===== src/sv/rtcv_pkg.sv =====
`timescale 1ns / 1ps

package rtcv_pkg;

  localparam logic [10:0] YEAR_BASE    = 11'd1900;
  localparam logic [9:0]  MIN_YEAR_OFF = 10'd70;
  localparam logic [9:0]  MAX_OFFSET   = 10'd169;
  localparam logic [9:0]  CENTURY      = 10'd100;
  localparam logic [11:0] EPOCH_MIN    = 12'd1900;
  localparam logic [11:0] EPOCH_RESET  = 12'd1900;
  localparam logic [7:0]  HOURS_24     = 8'h80;

  typedef struct packed {
    logic       bad;
    logic       leap;
    logic [3:0] mon;
    logic [4:0] date;
    logic [2:0] wday;
    logic [4:0] hrs;
    logic [5:0] min;
    logic [5:0] sec;
    logic [9:0] off;
  } s1_t;

  typedef struct packed {
    logic       bad;
    logic [3:0] mon;
    logic [4:0] date;
    logic [2:0] wday;
    logic [4:0] hrs;
    logic [5:0] min;
    logic [5:0] sec;
    logic [6:0] off;
  } s2_t;

  // Gregorian leap test for 1900 + ysi, with ysi below 1024.
  function automatic logic is_leap(input logic [9:0] ysi);
    logic cent;
    logic quad;
    cent = 1'b0;
    quad = 1'b0;
    for (int k = 0; k <= 10; k++) begin
      if (ysi == 10'(k * 100)) begin
        cent = 1'b1;
        if (((k + 19) % 4) == 0) begin
          quad = 1'b1;
        end
      end
    end
    return (ysi[1:0] == 2'd0) && (!cent || quad);
  endfunction

  // Length of the one-based month; zero for codes that are not months.
  function automatic logic [4:0] month_len(input logic [3:0] mon1, input logic leap);
    logic [4:0] len;
    case (mon1)
      4'd1, 4'd3, 4'd5, 4'd7, 4'd8, 4'd10, 4'd12: len = 5'd31;
      4'd4, 4'd6, 4'd9, 4'd11:                   len = 5'd30;
      4'd2:                                      len = leap ? 5'd29 : 5'd28;
      default:                                   len = 5'd0;
    endcase
    return len;
  endfunction

endpackage


===== src/sv/rtcv_bcd.sv =====
`timescale 1ns / 1ps

module rtcv_bcd (
  input  logic [6:0] bin,
  output logic [7:0] bcd
);

  logic [14:0] prod;
  logic [3:0]  tens;
  logic [6:0]  ones;

  // Multiplying by 205 and shifting by 11 gives the exact quotient by ten here.
  assign prod = 15'(bin) * 15'd205;
  assign tens = prod[14:11];
  assign ones = bin - 7'(tens) * 7'd10;
  assign bcd  = {tens, ones[3:0]};

endmodule


===== src/sv/rtc_time_validate_bcd_encode.sv =====
`timescale 1ns / 1ps

// Validates a broken-down calendar time and encodes it into clock register bytes.
// One beat is accepted per cycle while the output is not stalled; each result passes
// through three register stages (range checks and epoch subtraction, month
// length and century fold, BCD conversion into the output register). Backpressure
// on the output stalls the stages behind it without losing any beat. An invalid time
// gives tuser high and all-zero tdata. Epoch writes below 1900 are ignored.
module rtc_time_validate_bcd_encode (
  input  logic        clk,
  input  logic        rst_n,
  input  logic        cfg_valid,
  output logic        cfg_ready,
  input  logic [11:0] cfg_data,     // epoch_year
  input  logic        in_tvalid,
  output logic        in_tready,
  // year_since_1900[9:0], month_zero_based[13:10], day_of_month[18:14],
  // weekday[21:19], hours[26:22], minutes[32:27], seconds[38:33], zero[39]
  input  logic [39:0] in_tdata,
  output logic        out_tvalid,
  input  logic        out_tready,
  // seconds_bcd[6:0], minutes_bcd[13:7], hours_reg[21:14], date_bcd[27:22],
  // weekday_reg[30:28], month_bcd[35:31], year_bcd[43:36], zero[47:44]
  output logic [47:0] out_tdata,
  output logic        out_tuser     // status
);

  logic [11:0]        epoch_r;
  logic               v1_r, v2_r, v3_r;
  logic               en1, en2, en3;
  rtcv_pkg::s1_t      s1_r, s1_nxt;
  rtcv_pkg::s2_t      s2_r, s2_nxt;
  logic [47:0]        data_r, data_nxt;
  logic               stat_r, stat_nxt;

  logic [9:0]  ysi;
  logic [3:0]  mon0;
  logic [4:0]  day;
  logic [2:0]  wday;
  logic [4:0]  hrs;
  logic [5:0]  min;
  logic [5:0]  sec;
  logic [11:0] year;
  logic [11:0] diff;

  logic [7:0]  sec_bcd, min_bcd, hrs_bcd, date_bcd, mon_bcd, year_bcd;

  assign cfg_ready = rst_n;

  always_ff @(posedge clk) begin
    if (!rst_n) begin
      epoch_r <= rtcv_pkg::EPOCH_RESET;
    end else if (cfg_valid && cfg_data >= rtcv_pkg::EPOCH_MIN) begin
      epoch_r <= cfg_data;
    end
  end

  assign en3       = !v3_r || out_tready;
  assign en2       = !v2_r || en3;
  assign en1       = !v1_r || en2;
  assign in_tready = en1 && rst_n;

  assign ysi  = in_tdata[9:0];
  assign mon0 = in_tdata[13:10];
  assign day  = in_tdata[18:14];
  assign wday = in_tdata[21:19];
  assign hrs  = in_tdata[26:22];
  assign min  = in_tdata[32:27];
  assign sec  = in_tdata[38:33];
  assign year = 12'(ysi) + 12'(rtcv_pkg::YEAR_BASE);
  assign diff = year - epoch_r;

  always_comb begin
    s1_nxt.bad  = (ysi < rtcv_pkg::MIN_YEAR_OFF) || (mon0 > 4'd11) || (day == 5'd0) ||
                  (hrs > 5'd23) || (min > 6'd59) || (sec > 6'd59) || (year < epoch_r);
    s1_nxt.leap = rtcv_pkg::is_leap(ysi);
    s1_nxt.mon  = mon0 + 4'd1;
    s1_nxt.date = day;
    s1_nxt.wday = wday;
    s1_nxt.hrs  = hrs;
    s1_nxt.min  = min;
    s1_nxt.sec  = sec;
    s1_nxt.off  = diff[9:0];
  end

  always_comb begin
    s2_nxt.bad  = s1_r.bad || (s1_r.off > rtcv_pkg::MAX_OFFSET) ||
                  (s1_r.date > rtcv_pkg::month_len(s1_r.mon, s1_r.leap));
    s2_nxt.mon  = s1_r.mon;
    s2_nxt.date = s1_r.date;
    s2_nxt.wday = s1_r.wday;
    s2_nxt.hrs  = s1_r.hrs;
    s2_nxt.min  = s1_r.min;
    s2_nxt.sec  = s1_r.sec;
    if (s1_r.off >= rtcv_pkg::CENTURY) begin
      s2_nxt.off = 7'(s1_r.off - rtcv_pkg::CENTURY);
    end else begin
      s2_nxt.off = s1_r.off[6:0];
    end
  end

  rtcv_bcd u_sec  (.bin({1'b0, s2_r.sec}),    .bcd(sec_bcd));
  rtcv_bcd u_min  (.bin({1'b0, s2_r.min}),    .bcd(min_bcd));
  rtcv_bcd u_hrs  (.bin({2'b00, s2_r.hrs}),   .bcd(hrs_bcd));
  rtcv_bcd u_date (.bin({2'b00, s2_r.date}),  .bcd(date_bcd));
  rtcv_bcd u_mon  (.bin({3'b000, s2_r.mon}),  .bcd(mon_bcd));
  rtcv_bcd u_year (.bin(s2_r.off),            .bcd(year_bcd));

  always_comb begin
    stat_nxt = s2_r.bad;
    if (s2_r.bad) begin
      data_nxt = '0;
    end else begin
      data_nxt = {4'd0, year_bcd, mon_bcd[4:0], s2_r.wday, date_bcd[5:0],
                  hrs_bcd | rtcv_pkg::HOURS_24, min_bcd[6:0], sec_bcd[6:0]};
    end
  end

  always_ff @(posedge clk) begin
    if (!rst_n) begin
      v1_r <= 1'b0;
      v2_r <= 1'b0;
      v3_r <= 1'b0;
    end else begin
      if (en1) begin
        v1_r <= in_tvalid;
      end
      if (en2) begin
        v2_r <= v1_r;
      end
      if (en3) begin
        v3_r <= v2_r;
      end
    end
  end

  always_ff @(posedge clk) begin
    if (en1) begin
      s1_r <= s1_nxt;
    end
    if (en2) begin
      s2_r <= s2_nxt;
    end
    if (en3) begin
      data_r <= data_nxt;
      stat_r <= stat_nxt;
    end
  end

  assign out_tvalid = v3_r;
  assign out_tdata  = data_r;
  assign out_tuser  = stat_r;

  a_invalid_zero: assert property (@(posedge clk) disable iff (!rst_n)
    (out_tvalid && out_tuser) |-> (out_tdata == '0))
    else $error("invalid result carries non-zero data");

  a_hours_mode: assert property (@(posedge clk) disable iff (!rst_n)
    (out_tvalid && !out_tuser) |-> out_tdata[21])
    else $error("valid result lacks the 24-hour bit");

  a_epoch_floor: assert property (@(posedge clk) disable iff (!rst_n)
    epoch_r >= rtcv_pkg::EPOCH_MIN)
    else $error("epoch register below its floor");

  a_bubble_fill: assert property (@(posedge clk) disable iff (!rst_n)
    (!v3_r && v2_r) |=> v3_r)
    else $error("output stage failed to take a waiting beat");

endmodule

===== config.mk =====
export PLATFORM = sky130hd
export DESIGN_NAME = rtc_time_validate_bcd_encode
export DESIGN_NICKNAME = d
export VERILOG_FILES = /design/src/sv/rtcv_pkg.sv /design/src/sv/rtcv_bcd.sv /design/src/sv/rtc_time_validate_bcd_encode.sv
export SDC_FILE = /design/constraint.sdc
export NUM_CORES = 1
export LEC_CHECK = 0
export ABC_AREA = 1
export BUFFER_PORTS_ARGS = -buffer_cell sky130_fd_sc_hd__buf_2
export CAP_MARGIN = 5
export CORE_UTILIZATION = 55
export DETAILED_ROUTE_END_ITERATION = 8
export PLACE_DENSITY_LB_ADDON = 0.12
export SLEW_MARGIN = 20
export SYNTH_ARGS = -nofsm -noshare
export SYNTH_HDL_FRONTEND = slang
export SYNTH_SLANG_ARGS = --single-unit

===== constraint.sdc =====
create_clock -name clk -period 6.4 [get_ports clk]
set_input_delay 1.92 -clock clk [delete_from_list [all_inputs] [get_ports clk]]
set_output_delay 1.92 -clock clk [all_outputs]
set_load 0.02 [all_outputs]

==> impl_summary.txt <==
----------------------------------------------------
[Yosys]
  Count of cell types in the netlist ... 47
  Top cell type's share of synthesized area ... 37.37%
  Fraction of the yosys area taken by sequential cells ... 40.43%
  Cell type with the largest total area after synthesis ... sky130_fd_sc_hd__edfxtp_1
  Number of standard cells after synthesis ... 1004
  Netlist area before placement ... 0.009804 mm²
  Synthesized flop and latch total ... 137
  Ys Warns ... 0
  Leading post-synthesis cells by cell area ... sky130_fd_sc_hd__edfxtp_1 (37%), sky130_fd_sc_hd__ha_1 (22%), sky130_fd_sc_hd__inv_1 (7.2%)
  Mean Syn Cell Area ... 9.765 µm²

[Route]
  Post-DR wirelength/cell ... 13.18 µm
  Iter 0 DRT Violations ... 278
  Vias post-DR ... 6859
  Uppermost layer routed ... met4
  Routed metal-1 wire length ... 8149 µm
  Total detailed-routing wirelength ... 17900 µm
  Length of the first detailed-routing pass in iterations ... 5
  Number of nets still failing antenna checks after routing ... 0
  Wire length on met2 ... 8968 µm
  Met3 WL ... 575 µm
  DRC violation count after routing ... 0
  Post-DR vias/cell ... 5.051

[Pwr]
  Static Leakage ... 5.853 nW
  Peak supply drop ... 0.0004819 V
  Pwr per Cell Area ... 430.0 mW/mm²

[Global route]
  Antenna violations before repair ... 0
  Total grt overflow ... 0
  Number of global-route vias before repair ... 6544
  Global routing usage summed across all routing layers ... 21.08%
  Global-route wire length before repair ... 29840 µm
  Maximum number of pins on one net before global-route repair ... 46

[Final layout]
  Number of fill cells in the layout ... 1444
  Number of antenna repair diodes ... 0
  Finished Cell Area ... 0.01116 mm²
  Final Net Count ... 1381
  Footprint of the multi-input gates ... 0.005055 mm²
  Fraction of layout cells with a size suffix above 1 ... 14.39%
  Final core utilization ... 64.29%
  Combined flip-flop and latch cell area ... 0.003964 mm²
  Area growth from synthesis to layout ... 13.81%

[Timing]
  Setup repair after global routing missed its margin ... no
  Max Clock Skew ... 8.591 ps
  Worst-margin pin slew ... 655.5 ps
  Achievable frequency ... 218.8 MHz
  Setup tns final ... 0 ps
  Hold slack final ... 415.1 ps
  Max transition margin ... 56.30%
  Post-route clock period utilization ... 71.40%
  Crit path time final ... 4570 ps
  Count of endpoints failing setup in the final report ... 0
  Hold violation count in the final report ... 0
  Final slew viol count ... 0

[Clock network]
  Resized cells post-CTS ... 0
  Max Buffers Root-to-Sink ... 2
  Clock edge transition at the registers on the reported setup and hold paths ... 60 ps
  CTS tree ... built
  Post-CTS setup buffers ... 0
  Hold_buf cts ... 0
  Latest clock arrival within the worst-skew pair ... 420 ps
  Root buffer cell ... sky130_fd_sc_hd__clkbuf_16
  Clock Sink Count ... 137
  H-tree depth ... 4
  Num CTS Buffers ... 17

[Critical path]
  Critical path endpoint category ... output pin
  Data arrival at the endpoint of the critical path ... 2650 ps
  Biggest fanout along the worst timing path ... 3
  Type of origin of the critical path ... primary input
  Critical path type ... in -> out
  Worst Path Required ... 4480 ps
  Reg2Reg Depth ... 20

[Floorplanning]
  Row count ... 48
  Area enclosed by the die boundary ... 0.01836 mm²
  Number of top-level design ports ... 109
  Height of the die ... 135.5 µm
  Area inside the core boundary ... 0.01736 mm²
  Starting density of the core ... 56.49%
  Die W ... 135.5 µm

[Place]
  HPWL after DPL ... 13890 µm
  Port Buffer Count ... 102
  Post-place instance area ... 0.01057 mm²
  GP Congestion ... 0.8627

[Job]
  MaxCap Viol Count ... 0

[Worst hold path]
  Depth of the worst hold-timing path ... 0
  Worst min-delay path class ... reg -> reg

[Run status]
  Run status ... completed

----------------------------------------------------
-- registers in the layout, indices dropped and copies added (netlist names) --
register,cells
epoch_r,12
out_tuser,1
out_tdata,43
v2_r,1
stat_nxt,1
out_tvalid,1
s1_r,41
v1_r,1
s2_r,36
-- per-stage QoR --
stage | setup slack [ps] | power (mW) | cells
2_1_floorplan | 115.8 | 3.274 | 1008
6_report | 1830 | 4.798 | 1358
3_3_place_gp | 1834 | 3.769 | 1326
4_1_cts | 1823 | 4.841 | 1358
3_5_place_dp | 1828 | 3.811 | 1326
5_1_grt | 1611 | 5.289 | 1358
-- cells in the mapped netlist (all sizes together) --
cell type,instances
dfxtp,15
nand4,13
a31oi,1
a21o,1
nor3b,1
o31ai,1
o211ai,9
o2111ai,2
xnor2,9
xor2,22
or2,7
fa,30
o21a,1
nand2,170
ha,174
nor2,90
nand3b,6
buf,11
a21oi,48
edfxtp,122
a221oi,1
o22ai,1
nand3,32
clkbuf,2
a211oi,1
conb,1
o21bai,6
clkinv,1
nor3,12
o221ai,2
nor4,1
o21ai,17
inv,194
-- per-layer routing --
layer | global-route usage [%] | up-vias
met5 | 0 | -
met4 | 6.492 | 0
met3 | 3.367 | 19
met2 | 37.69 | 127
met1 | 25.99 | 3169
li1 | - | 3544
-- critical path: stages --
cell and delay [ps]:
sky130_fd_sc_hd__buf_2 90, sky130_fd_sc_hd__inv_1 50, sky130_fd_sc_hd__nand2_2 50, sky130_fd_sc_hd__nor2_1 200, sky130_fd_sc_hd__nand2_2 80, sky130_fd_sc_hd__nand2_1 70, sky130_fd_sc_hd__inv_1 40, sky130_fd_sc_hd__buf_2 140
-- path summary, 6_finish.rpt --
kind / start / end / slack [ps]
setup / recovery: out_tready / in_tready / 1830
hold / removal: s1_r[18] / s2_r[15] / 420
setup reg to reg: s2_r[4] / out_tdata[39] / 1940
hold reg to reg: s1_r[18] / s2_r[15] / 420
-- final cells by class --
class / instances / share of cell area [%]
Inverter: 195 / 6.560
Tap cell: 225 / 2.523
Clock buffer: 20 / 3.913
Timing Repair Buffer: 106 / 4.844
Multi-Input combinational cell: 663 / 45.30
Clock inverter: 12 / 1.334
Sequential cell: 137 / 35.52
-- power by group --
group / leakage, nW / switching, mW / total (mW) / internal (mW)
combinational: 4.10 / 1.59 / 2.65 / 1.06
sequential: 1.47 / 0.0708 / 1.17 / 1.10
clock: 0.279 / 0.361 / 0.971 / 0.610
total: 5.85 / 2.02 / 4.80 / 2.78
-- logic make-up after synthesis --
kind of cell,after synthesis,synth area share [%]
other,1,0.03825
adder cells (fa/ha/maj),204,28.33
AND/OR/NAND/NOR,332,14.68
buffers and inverters,208,8.218
AO/OA/AOI/OAI,91,5.539
XOR/XNOR,31,2.769
flip-flops,137,40.43
-- placed cells by master (no fill, tap or decap), types with 4 or more instances in the layout --
| master | netlist | layout |
|---|---|---|
| sky130_fd_sc_hd__nand4_1 | 11 | 11 |
| sky130_fd_sc_hd__fa_1 | 30 | 30 |
| sky130_fd_sc_hd__a21oi_1 | 45 | 45 |
| sky130_fd_sc_hd__o21bai_1 | 5 | 5 |
| sky130_fd_sc_hd__inv_1 | 189 | 189 |
| sky130_fd_sc_hd__o211ai_1 | 9 | 9 |
| sky130_fd_sc_hd__edfxtp_1 | 122 | 122 |
| sky130_fd_sc_hd__nand3_1 | 29 | 29 |
| sky130_fd_sc_hd__buf_2 | 2 | 102 |
| sky130_fd_sc_hd__buf_4 | 6 | 4 |
| sky130_fd_sc_hd__xor2_1 | 22 | 22 |
| sky130_fd_sc_hd__nand2_2 | 3 | 5 |
| sky130_fd_sc_hd__inv_2 | 5 | 5 |
| sky130_fd_sc_hd__nor3_1 | 10 | 10 |
| sky130_fd_sc_hd__xnor2_1 | 9 | 9 |
| sky130_fd_sc_hd__dfxtp_1 | 15 | 15 |
| sky130_fd_sc_hd__nand2_1 | 167 | 165 |
| sky130_fd_sc_hd__nand3b_1 | 6 | 6 |
| sky130_fd_sc_hd__ha_1 | 174 | 174 |
| sky130_fd_sc_hd__o21ai_0 | 15 | 15 |
| sky130_fd_sc_hd__conb_1 | 1 | 5 |
| sky130_fd_sc_hd__clkbuf_16 | 0 | 17 |
| sky130_fd_sc_hd__nor2_1 | 87 | 87 |
| sky130_fd_sc_hd__or2_2 | 5 | 5 |
No activity file was read; power rests on OpenSTA's default activity.
